$ cat config.mk
export PLATFORM = sky130hd
export DESIGN_NAME = differential_drive_pwm_balancer_unit
export DESIGN_NICKNAME = d
export VERILOG_FILES = /design/src/rtl/dpb_pkg.sv /design/src/rtl/dpb_pulse_scale.sv /design/src/rtl/differential_drive_pwm_balancer_unit.sv
export SDC_FILE = /design/constraint.sdc
export NUM_CORES = 2
export LEC_CHECK = 0
export BUFFER_PORTS_ARGS = -buffer_cell sky130_fd_sc_hd__buf_2
export CAP_MARGIN = 20
export CORE_MARGIN = 5
export CORE_UTILIZATION = 57
export CTS_BUF_LIST = sky130_fd_sc_hd__clkbuf_16
export CTS_CLUSTER_SIZE = 10
export DETAILED_ROUTE_END_ITERATION = 8
export PLACE_DENSITY = 0.77
export SETUP_SLACK_MARGIN = 0.15
export SLEW_MARGIN = 20
export SYNTH_ARGS = -nofsm -noshare
export SYNTH_HDL_FRONTEND = slang
export SYNTH_SLANG_ARGS = --single-unit
$ cat constraint.sdc
create_clock -name clock -period 6.6 [get_ports clock]
set_input_delay 0.33 -clock clock [delete_from_list [all_inputs] [get_ports clock]]
set_output_delay 0.33 -clock clock [all_outputs]
set_load 0.03 [all_outputs]
$ cat src/rtl/dpb_pkg.sv
`timescale 1ns / 1ps
`default_nettype none
// ----------------------------------------------------------------------------
// dpb_pkg: shared types and constants of the differential drive balancer
// Field widths, command codes, duty limits and the reciprocal constants that
// turn the fixed divisions into multiplications.
// ----------------------------------------------------------------------------
package dpb_pkg;

   localparam int ACTION_WIDTH  = 3;
   localparam int DEGREE_WIDTH  = 9;
   localparam int COUNT_FIELD_W = 16;
   localparam int DUTY_WIDTH    = 7;
   localparam int WORD_WIDTH    = 16;
   localparam int CSR_IDX_WIDTH = 3;

   // Command codes of the action field.
   localparam logic [ACTION_WIDTH-1:0] ACT_ADJUST     = 3'd0;
   localparam logic [ACTION_WIDTH-1:0] ACT_FORWARD    = 3'd1;
   localparam logic [ACTION_WIDTH-1:0] ACT_BACKWARD   = 3'd2;
   localparam logic [ACTION_WIDTH-1:0] ACT_TURN_LEFT  = 3'd3;
   localparam logic [ACTION_WIDTH-1:0] ACT_TURN_RIGHT = 3'd4;
   localparam logic [ACTION_WIDTH-1:0] ACT_STOP       = 3'd5;

   // Configuration register indexes.
   localparam logic [CSR_IDX_WIDTH-1:0] CSR_SPEED_TOLERANCE    = 3'd0;
   localparam logic [CSR_IDX_WIDTH-1:0] CSR_CATCH_UP_STEP      = 3'd1;
   localparam logic [CSR_IDX_WIDTH-1:0] CSR_CRUISE_SPEED       = 3'd2;
   localparam logic [CSR_IDX_WIDTH-1:0] CSR_PWM_PERIOD         = 3'd3;
   localparam logic [CSR_IDX_WIDTH-1:0] CSR_QUARTER_TURN_COUNT = 3'd4;

   // Reset values of the configuration registers.
   localparam logic [WORD_WIDTH-1:0] RST_SPEED_TOLERANCE    = 16'd4;
   localparam logic [DUTY_WIDTH-1:0] RST_CATCH_UP_STEP      = 7'd1;
   localparam logic [DUTY_WIDTH-1:0] RST_CRUISE_SPEED       = 7'd50;
   localparam logic [WORD_WIDTH-1:0] RST_PWM_PERIOD         = 16'd1000;
   localparam logic [WORD_WIDTH-1:0] RST_QUARTER_TURN_COUNT = 16'd1000;

   localparam logic [DUTY_WIDTH-1:0]   FULL_DUTY   = 7'd100;
   localparam logic [DEGREE_WIDTH-1:0] RIGHT_ANGLE = 9'd90;

   // Division by 100 for products below 2**23: floor(x * M / 2**30) is exact.
   localparam int PULSE_PROD_WIDTH = DUTY_WIDTH + WORD_WIDTH;
   localparam int PULSE_SHIFT      = 30;
   localparam int PULSE_RECIP_W    = 24;
   localparam logic [PULSE_RECIP_W-1:0] PULSE_RECIP = 24'd10737419;

   // Division by 90 for products below 2**25: floor(x * M / 2**32) is exact.
   localparam int TURN_PROD_WIDTH = DEGREE_WIDTH + WORD_WIDTH;
   localparam int TURN_SHIFT      = 32;
   localparam int TURN_RECIP_W    = 26;
   localparam logic [TURN_RECIP_W-1:0] TURN_RECIP = 26'd47721859;

   // Per-beat flags that ride along the pipeline.
   typedef struct packed {
      logic left_forward;
      logic right_forward;
      logic turn_start;
      logic command_ok;
      logic clear_counters;
   } dpb_flags_type;

endpackage : dpb_pkg
`default_nettype wire

$ cat src/rtl/dpb_pulse_scale.sv
`timescale 1ns / 1ps
`default_nettype none
// ----------------------------------------------------------------------------
// dpb_pulse_scale: duty percent to PWM compare value
// Two registered steps: duty times period, then division by 100 through an
// exact reciprocal multiplication, low 16 bits kept.
// ----------------------------------------------------------------------------
module dpb_pulse_scale (
   input  wire logic                            clock,
   input  wire logic                            load_prod,
   input  wire logic                            load_result,
   input  wire logic [dpb_pkg::DUTY_WIDTH-1:0]  duty,
   input  wire logic [dpb_pkg::WORD_WIDTH-1:0]  period,
   output logic      [dpb_pkg::WORD_WIDTH-1:0]  pulse_width
);
   import dpb_pkg::*;

   localparam int SCALED_WIDTH = PULSE_PROD_WIDTH + PULSE_RECIP_W;

   logic [PULSE_PROD_WIDTH-1:0] prod_ff;
   logic [PULSE_PROD_WIDTH-1:0] prod_in;
   logic [SCALED_WIDTH-1:0]     scaled;
   logic [WORD_WIDTH-1:0]       pulse_ff;
   logic [WORD_WIDTH-1:0]       pulse_in;

   assign prod_in  = PULSE_PROD_WIDTH'(duty) * PULSE_PROD_WIDTH'(period);
   assign scaled   = SCALED_WIDTH'(prod_ff) * SCALED_WIDTH'(PULSE_RECIP);
   assign pulse_in = scaled[PULSE_SHIFT +: WORD_WIDTH];

   always_ff @(posedge clock) begin
      if (load_prod) begin
         prod_ff <= prod_in;
      end
      if (load_result) begin
         pulse_ff <= pulse_in;
      end
   end

   assign pulse_width = pulse_ff;

endmodule : dpb_pulse_scale
`default_nettype wire

$ cat src/rtl/differential_drive_pwm_balancer_unit.sv
`timescale 1ns / 1ps
`default_nettype none
// ----------------------------------------------------------------------------
// differential_drive_pwm_balancer_unit: two-wheel duty keeper and balancer
// Takes drive, turn, stop and adjust commands, keeps both wheel duties and
// direction pins, and returns PWM compare values and turn timer periods.
// ----------------------------------------------------------------------------
//
//   Channel   Ports      Direction   Moves per beat
//   -------   --------   ---------   ----------------------------------------
//   request   req_*      in          one command or adjust tick
//   response  rsp_*      out         pulse widths, direction pins, turn flags
//   control   csr_*      in          one register write, no handshake
//
// Every beat passes through four register stages (request, state update,
// multiply, response); the product and reciprocal steps set that depth.
// A new request beat is accepted every cycle unless the pipeline has filled
// up behind a stalled response; a stalled response holds only the last stage
// while earlier stages keep filling. Synchronous reset empties the pipeline,
// zeroes both duties, sets both wheels forward, loads defaults.
// ----------------------------------------------------------------------------
module differential_drive_pwm_balancer_unit #(
   parameter int COUNT_WIDTH = 16
) (
   input  wire logic                               clock,
   input  wire logic                               reset,
   // request channel
   input  wire logic                               req_valid,
   output logic                                    req_stall,
   input  wire logic [dpb_pkg::ACTION_WIDTH-1:0]   req_action,
   input  wire logic [dpb_pkg::DEGREE_WIDTH-1:0]   req_turn_degrees,
   input  wire logic [dpb_pkg::COUNT_FIELD_W-1:0]  req_left_count,
   input  wire logic [dpb_pkg::COUNT_FIELD_W-1:0]  req_right_count,
   // response channel
   output logic                                    rsp_valid,
   input  wire logic                               rsp_stall,
   output logic      [dpb_pkg::WORD_WIDTH-1:0]     rsp_left_pulse_width,
   output logic      [dpb_pkg::WORD_WIDTH-1:0]     rsp_right_pulse_width,
   output logic                                    rsp_left_forward,
   output logic                                    rsp_right_forward,
   output logic      [dpb_pkg::WORD_WIDTH-1:0]     rsp_turn_period,
   output logic                                    rsp_turn_start,
   output logic                                    rsp_command_ok,
   output logic                                    rsp_clear_counters,
   // control port
   input  wire logic                               csr_write,
   input  wire logic [dpb_pkg::CSR_IDX_WIDTH-1:0]  csr_index,
   input  wire logic [dpb_pkg::WORD_WIDTH-1:0]     csr_data
);
   import dpb_pkg::*;

   // Only the low COUNT_WIDTH bits of each 16-bit encoder field take part in
   // the comparison; a wider parameter simply uses the whole field.
   localparam int CMP_WIDTH  = (COUNT_WIDTH < COUNT_FIELD_W) ? COUNT_WIDTH : COUNT_FIELD_W;
   localparam int DIFF_WIDTH = CMP_WIDTH + 1;
   localparam int TOL_WIDTH  = WORD_WIDTH + 2;
   localparam int TURN_SCALED_W = TURN_PROD_WIDTH + TURN_RECIP_W;

   // ---------------------------------------------------------------------
   // Configuration registers
   // ---------------------------------------------------------------------
   logic [WORD_WIDTH-1:0] speed_tolerance_ff,    speed_tolerance_in;
   logic [DUTY_WIDTH-1:0] catch_up_step_ff,      catch_up_step_in;
   logic [DUTY_WIDTH-1:0] cruise_speed_ff,       cruise_speed_in;
   logic [WORD_WIDTH-1:0] pwm_period_ff,         pwm_period_in;
   logic [WORD_WIDTH-1:0] quarter_turn_count_ff, quarter_turn_count_in;

   always_comb begin
      speed_tolerance_in    = speed_tolerance_ff;
      catch_up_step_in      = catch_up_step_ff;
      cruise_speed_in       = cruise_speed_ff;
      pwm_period_in         = pwm_period_ff;
      quarter_turn_count_in = quarter_turn_count_ff;
      if (csr_write) begin
         case (csr_index)
            CSR_SPEED_TOLERANCE:    speed_tolerance_in    = csr_data;
            CSR_CATCH_UP_STEP:      catch_up_step_in      = csr_data[DUTY_WIDTH-1:0];
            CSR_CRUISE_SPEED:       cruise_speed_in       = csr_data[DUTY_WIDTH-1:0];
            CSR_PWM_PERIOD:         pwm_period_in         = csr_data;
            CSR_QUARTER_TURN_COUNT: quarter_turn_count_in = csr_data;
            default: ;
         endcase
      end
   end

   always_ff @(posedge clock) begin
      if (reset) begin
         speed_tolerance_ff    <= RST_SPEED_TOLERANCE;
         catch_up_step_ff      <= RST_CATCH_UP_STEP;
         cruise_speed_ff       <= RST_CRUISE_SPEED;
         pwm_period_ff         <= RST_PWM_PERIOD;
         quarter_turn_count_ff <= RST_QUARTER_TURN_COUNT;
      end else begin
         speed_tolerance_ff    <= speed_tolerance_in;
         catch_up_step_ff      <= catch_up_step_in;
         cruise_speed_ff       <= cruise_speed_in;
         pwm_period_ff         <= pwm_period_in;
         quarter_turn_count_ff <= quarter_turn_count_in;
      end
   end

   // ---------------------------------------------------------------------
   // Pipeline flow control. A stage loads when the stage before holds a
   // beat and this stage is empty or hands its own beat on.
   // ---------------------------------------------------------------------
   logic s1_valid_ff, s1_valid_in;
   logic s2_valid_ff, s2_valid_in;
   logic s3_valid_ff, s3_valid_in;
   logic s4_valid_ff, s4_valid_in;
   logic s1_ready, s2_ready, s3_ready, s4_ready;
   logic load_s1, load_s2, load_s3, load_s4;

   assign s4_ready = !s4_valid_ff || !rsp_stall;
   assign s3_ready = !s3_valid_ff || s4_ready;
   assign s2_ready = !s2_valid_ff || s3_ready;
   assign s1_ready = !s1_valid_ff || s2_ready;

   assign load_s1 = req_valid && s1_ready;
   assign load_s2 = s1_valid_ff && s2_ready;
   assign load_s3 = s2_valid_ff && s3_ready;
   assign load_s4 = s3_valid_ff && s4_ready;

   assign s1_valid_in = load_s1 || (s1_valid_ff && !load_s2);
   assign s2_valid_in = load_s2 || (s2_valid_ff && !load_s3);
   assign s3_valid_in = load_s3 || (s3_valid_ff && !load_s4);
   assign s4_valid_in = load_s4 || (s4_valid_ff && rsp_stall);

   always_ff @(posedge clock) begin
      if (reset) begin
         s1_valid_ff <= 1'b0;
         s2_valid_ff <= 1'b0;
         s3_valid_ff <= 1'b0;
         s4_valid_ff <= 1'b0;
      end else begin
         s1_valid_ff <= s1_valid_in;
         s2_valid_ff <= s2_valid_in;
         s3_valid_ff <= s3_valid_in;
         s4_valid_ff <= s4_valid_in;
      end
   end

   assign req_stall = !s1_ready;

   // ---------------------------------------------------------------------
   // Stage 1: request register.
   // ---------------------------------------------------------------------
   logic [ACTION_WIDTH-1:0]  s1_action_ff;
   logic [DEGREE_WIDTH-1:0]  s1_degrees_ff;
   logic [COUNT_FIELD_W-1:0] s1_left_count_ff;
   logic [COUNT_FIELD_W-1:0] s1_right_count_ff;

   always_ff @(posedge clock) begin
      if (load_s1) begin
         s1_action_ff      <= req_action;
         s1_degrees_ff     <= req_turn_degrees;
         s1_left_count_ff  <= req_left_count;
         s1_right_count_ff <= req_right_count;
      end
   end

   // ---------------------------------------------------------------------
   // Stage 2: wheel state update. The duty and direction registers change
   // as the beat moves from stage 1 into stage 2, so the next beat already
   // sees the result of this one.
   // ---------------------------------------------------------------------
   logic [DUTY_WIDTH-1:0] left_duty_ff,  left_duty_in;
   logic [DUTY_WIDTH-1:0] right_duty_ff, right_duty_in;
   logic                  left_dir_ff,   left_dir_in;
   logic                  right_dir_ff,  right_dir_in;

   logic [DUTY_WIDTH-1:0]       cruise_duty;
   logic [DUTY_WIDTH:0]         left_up_sum, right_up_sum;
   logic [DUTY_WIDTH-1:0]       left_up, right_up, left_down, right_down;
   logic [CMP_WIDTH-1:0]        left_cmp, right_cmp;
   logic signed [DIFF_WIDTH-1:0] count_diff;
   logic signed [TOL_WIDTH-1:0]  diff_wide, tol_pos, tol_neg;
   logic                        left_faster, right_faster;
   logic                        angle_ok;
   dpb_flags_type               flags_in;
   logic [TURN_PROD_WIDTH-1:0]  turn_prod_in;

   // Cruise speed saturates at full duty.
   assign cruise_duty = (cruise_speed_ff > FULL_DUTY) ? FULL_DUTY : cruise_speed_ff;

   // Raising a duty clamps at full duty; lowering it stops at zero.
   assign left_up_sum  = {1'b0, left_duty_ff}  + {1'b0, catch_up_step_ff};
   assign right_up_sum = {1'b0, right_duty_ff} + {1'b0, catch_up_step_ff};
   assign left_up   = (left_up_sum  > {1'b0, FULL_DUTY}) ? FULL_DUTY : left_up_sum[DUTY_WIDTH-1:0];
   assign right_up  = (right_up_sum > {1'b0, FULL_DUTY}) ? FULL_DUTY
                                                          : right_up_sum[DUTY_WIDTH-1:0];
   assign left_down  = (catch_up_step_ff >= left_duty_ff)  ? '0 : left_duty_ff - catch_up_step_ff;
   assign right_down = (catch_up_step_ff >= right_duty_ff) ? '0
                                                            : right_duty_ff - catch_up_step_ff;

   // Signed encoder difference against the symmetric tolerance window.
   assign left_cmp   = s1_left_count_ff[CMP_WIDTH-1:0];
   assign right_cmp  = s1_right_count_ff[CMP_WIDTH-1:0];
   assign count_diff = $signed({1'b0, left_cmp}) - $signed({1'b0, right_cmp});
   assign diff_wide  = TOL_WIDTH'(count_diff);
   assign tol_pos    = $signed({2'b00, speed_tolerance_ff});
   assign tol_neg    = -tol_pos;
   assign left_faster  = diff_wide > tol_pos;
   assign right_faster = diff_wide < tol_neg;

   assign angle_ok = (s1_degrees_ff != '0) && (s1_degrees_ff <= RIGHT_ANGLE);

   always_comb begin
      left_duty_in  = left_duty_ff;
      right_duty_in = right_duty_ff;
      left_dir_in   = left_dir_ff;
      right_dir_in  = right_dir_ff;
      flags_in      = '0;
      flags_in.command_ok = 1'b1;
      turn_prod_in  = '0;
      case (s1_action_ff)
         ACT_ADJUST: begin
            flags_in.clear_counters = 1'b1;
            // Nothing is balanced while either wheel is stopped.
            if ((left_duty_ff != '0) && (right_duty_ff != '0)) begin
               if (left_faster) begin
                  left_duty_in  = left_down;
                  right_duty_in = right_up;
               end else if (right_faster) begin
                  left_duty_in  = left_up;
                  right_duty_in = right_down;
               end
            end
         end
         ACT_FORWARD, ACT_BACKWARD: begin
            left_duty_in  = cruise_duty;
            right_duty_in = cruise_duty;
            left_dir_in   = (s1_action_ff == ACT_FORWARD);
            right_dir_in  = (s1_action_ff == ACT_FORWARD);
         end
         ACT_TURN_LEFT, ACT_TURN_RIGHT: begin
            if (angle_ok) begin
               left_duty_in  = cruise_duty;
               right_duty_in = cruise_duty;
               left_dir_in   = (s1_action_ff == ACT_TURN_RIGHT);
               right_dir_in  = (s1_action_ff == ACT_TURN_LEFT);
               flags_in.turn_start = 1'b1;
               turn_prod_in  = TURN_PROD_WIDTH'(s1_degrees_ff)
                             * TURN_PROD_WIDTH'(quarter_turn_count_ff);
            end else begin
               // A bad angle stops both wheels and keeps the directions.
               left_duty_in  = '0;
               right_duty_in = '0;
               flags_in.command_ok = 1'b0;
            end
         end
         ACT_STOP: begin
            left_duty_in  = '0;
            right_duty_in = '0;
         end
         default: ;
      endcase
      flags_in.left_forward  = left_dir_in;
      flags_in.right_forward = right_dir_in;
   end

   always_ff @(posedge clock) begin
      if (reset) begin
         left_duty_ff  <= '0;
         right_duty_ff <= '0;
         left_dir_ff   <= 1'b1;
         right_dir_ff  <= 1'b1;
      end else if (load_s2) begin
         left_duty_ff  <= left_duty_in;
         right_duty_ff <= right_duty_in;
         left_dir_ff   <= left_dir_in;
         right_dir_ff  <= right_dir_in;
      end
   end

   dpb_flags_type              s2_flags_ff;
   logic [TURN_PROD_WIDTH-1:0] s2_turn_prod_ff;

   always_ff @(posedge clock) begin
      if (load_s2) begin
         s2_flags_ff     <= flags_in;
         s2_turn_prod_ff <= turn_prod_in;
      end
   end

   // ---------------------------------------------------------------------
   // Stages 3 and 4: pulse width scaling for both wheels, and the turn
   // period divided by 90 through its reciprocal.
   // ---------------------------------------------------------------------
   dpb_pulse_scale u_left_scale (
      .clock       (clock),
      .load_prod   (load_s3),
      .load_result (load_s4),
      .duty        (left_duty_ff),
      .period      (pwm_period_ff),
      .pulse_width (rsp_left_pulse_width)
   );

   dpb_pulse_scale u_right_scale (
      .clock       (clock),
      .load_prod   (load_s3),
      .load_result (load_s4),
      .duty        (right_duty_ff),
      .period      (pwm_period_ff),
      .pulse_width (rsp_right_pulse_width)
   );

   logic [TURN_SCALED_W-1:0] turn_scaled;
   logic [WORD_WIDTH-1:0]    s3_turn_period_ff, s3_turn_period_in;
   dpb_flags_type            s3_flags_ff;
   logic [WORD_WIDTH-1:0]    s4_turn_period_ff;
   dpb_flags_type            s4_flags_ff;

   assign turn_scaled       = TURN_SCALED_W'(s2_turn_prod_ff) * TURN_SCALED_W'(TURN_RECIP);
   assign s3_turn_period_in = turn_scaled[TURN_SHIFT +: WORD_WIDTH];

   always_ff @(posedge clock) begin
      if (load_s3) begin
         s3_turn_period_ff <= s3_turn_period_in;
         s3_flags_ff       <= s2_flags_ff;
      end
      if (load_s4) begin
         s4_turn_period_ff <= s3_turn_period_ff;
         s4_flags_ff       <= s3_flags_ff;
      end
   end

   assign rsp_valid          = s4_valid_ff;
   assign rsp_turn_period    = s4_turn_period_ff;
   assign rsp_left_forward   = s4_flags_ff.left_forward;
   assign rsp_right_forward  = s4_flags_ff.right_forward;
   assign rsp_turn_start     = s4_flags_ff.turn_start;
   assign rsp_command_ok     = s4_flags_ff.command_ok;
   assign rsp_clear_counters = s4_flags_ff.clear_counters;

   // ---------------------------------------------------------------------
   // Assertions
   // ---------------------------------------------------------------------

   // Saturation keeps both duties within full scale.
   assert property (@(posedge clock) disable iff (reset)
      (left_duty_ff <= FULL_DUTY) && (right_duty_ff <= FULL_DUTY))
      else $error("wheel duty above full scale");

   // A turn period only leaves with a started turn, and a started turn is
   // never a failed command or an adjust tick.
   assert property (@(posedge clock) disable iff (reset)
      (rsp_valid && !rsp_turn_start) |-> (rsp_turn_period == '0))
      else $error("turn period without a started turn");

   assert property (@(posedge clock) disable iff (reset)
      (rsp_valid && rsp_turn_start) |-> (rsp_command_ok && !rsp_clear_counters))
      else $error("turn start flagged with failure or counter clear");

   // A beat entering an empty pipeline passes the request, state update and
   // multiply registers and reaches the response register without waiting.
   assert property (@(posedge clock) disable iff (reset)
      (req_valid && !req_stall && !s1_valid_ff && !s2_valid_ff && !s3_valid_ff
       && !s4_valid_ff) |-> ##4 rsp_valid)
      else $error("response latency off on an empty pipeline");

endmodule : differential_drive_pwm_balancer_unit
`default_nettype wire

==> flow_summary_export.csv <==
group,metric,value,unit
yosys,postSynth.asyncResetShare,0,%
drt,postRouteAntennaNets,0,
drt,drt-total-wl,116000,microns
die,initial_core_util,57.5,%
finish,layout_commonest_cell,"inv_1",
yosys,seq_area_frac_synth,15.3,%
finish,final_area,54100,sq um
die,die_w,303,microns
place,post-dp-hpwl,94900,microns
sta,drv_slew,0,
worst_setup_path,path_class,"reg -> reg",
finish,syn_to_final_growth,10.5,%
finish,drive_gt1_share,8.82,%
die,ios,123,
sta,setup_violations,0,
worst_setup_path,crit_required,6960,ps
cts,cts.clk_slew.worst_paths,50,ps
die,rows,107,
global_route,grtUsageTotal,25.7,%
yosys,syn_inst,4893,
place,io_buffers,122,
yosys,synth_nets,6665,
global_route,grt_start_max_net_pins,83,
worst_setup_path,rr_startpoint,"u_right_scale.prod_ff[4]",
sta,skew,40.2,ps
sta,setup-tns-final,0,ps
drt,drc,0,
sta,slew_headroom,28.4,%
cts,cts_buffers,39,
cts,root_buffer,"clkbuf_16",
drt,viasPerCell,5.43,
finish,n_antenna_cell,0,
worst_setup_path,endpoint_kind,"flop",
cts,clk-insertion-delay-late,620,ps
sta,fmax,154,MHz
worst_setup_path,reg2regPathDepth,22,
yosys,synth_edf_count,194,
worst_hold_path,min-delay-start,"csr_data[5]",
worst_hold_path,hp-class,"in -> reg",
global_route,grt_pass1_wl,188000,microns
yosys,ys.flop_type,"edfxtp_1",
global_route,grt_antenna_before_repair,0,
yosys,synth.avg_cell_area,10.0,sq um
finish,most-common-layout-cells,"1193 x inv_1, 874 x ha_1, 786 x fa_1",
worst_setup_path,r2r_end,"u_right_scale.pulse_width[14]",
sta,min_period_over_period,98.5,%
worst_setup_path,critical_path_arrival,6860,ps
global_route,first_global_vias,36000,
yosys,ys_seq_elements,276,
die,dieHeight,303,microns
finish,multi_input_area,37200,sq um
cts,cts.path.max_buffers,3,
finish,fin_nets,6914,
finish,fillers,6720,
place,placed_cell_area,51200,sq um
worst_hold_path,min_to,"speed_tolerance_ff[5]",
yosys,post_synth_num_cell_types,78,
die,dieArea,91800,sq um
global_route,grt_overflow,0,
drt,wire_per_inst,18.4,microns
worst_setup_path,rrSetupSlack,100,ps
cts,cts_tree,"done",
finish,regArea,7470,sq um
run,drv_cap,0,
status,status,"finished, final reports clean",
sta,fin_hold_ws,55.8,ps
drt,vias,34300,
sta,period_minus_slack,6500,ps
sta,tightest_slew,1070,ps
worst_setup_path,crit_fanout,3,
cts,cts.htree.levels,2,
worst_setup_path,worstSetupStartpoint,"u_right_scale.prod_ff[4]",
yosys,synth_area,48900,sq um
worst_setup_path,startpoint_type,"flop",
place,gp_congestion,1.00,
drt,drtIter0Drc,2115,
worst_hold_path,hold_depth,3,
sta,grt_setup_unrepaired,"yes",
drt,drt_pass1_iterations,5,
yosys,synth_warnings,0,
cts,cts_sinks,276,
sta,hold_violations,0,
die,core,85100,sq um
==> repair_timing <==
item | in CTS | in global routing
resized for setup | 31 | 122
pin swaps | 27 | 81
hold buffers | 54 | 0
setup buffers | 14 | 37
setup endpoints to repair | 19 | 35
hold endpoints to repair | 61 | 0
==> cells in the mapped netlist, drive strengths merged, types with 23 or more instances <==
library cell / number / area share, %
ha: 902 / 23
a21o: 61 / 0.94
nand2: 399 / 3.1
nor3: 36 / 0.38
and2: 161 / 2.1
nor2b: 24 / 0.31
clkbuf: 90 / 0.69
nand4: 23 / 0.29
fa: 802 / 33
a211oi: 37 / 0.62
edfxtp: 194 / 12
and3: 26 / 0.33
xor2: 46 / 0.82
nand3: 38 / 0.39
o21ai: 81 / 0.83
nor2: 152 / 1.2
a21oi: 187 / 1.9
inv: 1208 / 9.3
dfxtp: 82 / 3.4
xnor2: 106 / 1.9
==> layout make-up <==
| cell class | count | area share [%] |
|---|---|---|
| clock buffers | 41 | 1.90 |
| clock inverters | 29 | 0.456 |
| inverters | 1208 | 8.39 |
| multi-input cells | 3313 | 68.8 |
| flip-flops and latches | 276 | 13.8 |
| well taps | 1144 | 2.65 |
| repair buffers | 304 | 3.98 |
==> per-layer routing <==
layer / routed length, microns / track usage (%) / part of all wire [%]
met1: 50300 / 35.8 / 43
met2: 55100 / 42.6 / 47
met3: 7500 / 4.05 / 6.5
met4: 3220 / 6.45 / 2.8
met5: 0 / 0 / 0
==> how the worst max path moves through the flow <==
stage | to | slack, ps
final | u_right_scale.pulse_width[14] | 100
after global routing | u_right_scale.pulse_width[14] | -160
after CTS | s3_turn_period_ff[6] | 140
after detailed placement | u_left_scale.pulse_width[10] | -70
after global placement | u_right_scale.pulse_width[15] | 8
after floorplan | u_right_scale.pulse_width[5] | 180
==> flip-flops by register name, indices dropped and copies added, names as in the netlist, 7 cells and up <==
register and cells:
s2_turn_prod_ff 25, u_left_scale.pulse_width 16, cruise_speed_ff 7, u_left_scale.prod_ff 23, speed_tolerance_ff 16, s3_turn_period_ff 16
pwm_period_ff 16, left_duty_ff 7, rsp_turn_period 16, u_right_scale.pulse_width 16, catch_up_step_ff 7, right_cmp 16
s1_degrees_ff 9, quarter_turn_count_ff 16, left_cmp 16, right_duty_ff 7, u_right_scale.prod_ff 23
==> critical path, stage by stage, from the launching register on <==
cell and delay, ps:
edfxtp_1 420, fa_2 540, fa_1 540, inv_2 40, fa_2 560, inv_2 40, fa_1 470, fa_2 400
fa_1 490, inv_1 50, fa_1 490, inv_2 50, ha_4 160, a2111oi_4 340, a31oi_1 130, a311oi_2 350
buf_4 170, a2111o_1 140, nand2_2 100, a2111oi_4 350, o31ai_2 150, buf_4 150, xor2_1 130
==> metrics by stage <==
stage | instances | setup WS, ps | util, %
2_1_floorplan | 4893 | 177 | -
3_3_place_gp | 6139 | 7.77 | 60.1
3_5_place_dp | 6139 | -67.3 | 60.1
4_1_cts | 6277 | 145 | 62.5
5_1_grt | 6315 | -162 | 63.5
6_report | 6315 | 101 | 63.5
==> logic make-up (layout without fill, tap and decap cells) <==
family          count (synthesis)  in the layout  synth area share [%]
fa+ha+maj                    1704           1704                  55.9
buf+inv                      1304           1582                  10.0
mux                            10             10                 0.205
simple gates                  955            955                  9.37
compound gates                492            492                  6.53
flops                         276            276                  15.3
xor+xnor                      152            152                  2.72
Power is left out: the tool's default activity adds up to more than one toggle a clock period on the data nets, which glitch-free logic cannot reach.
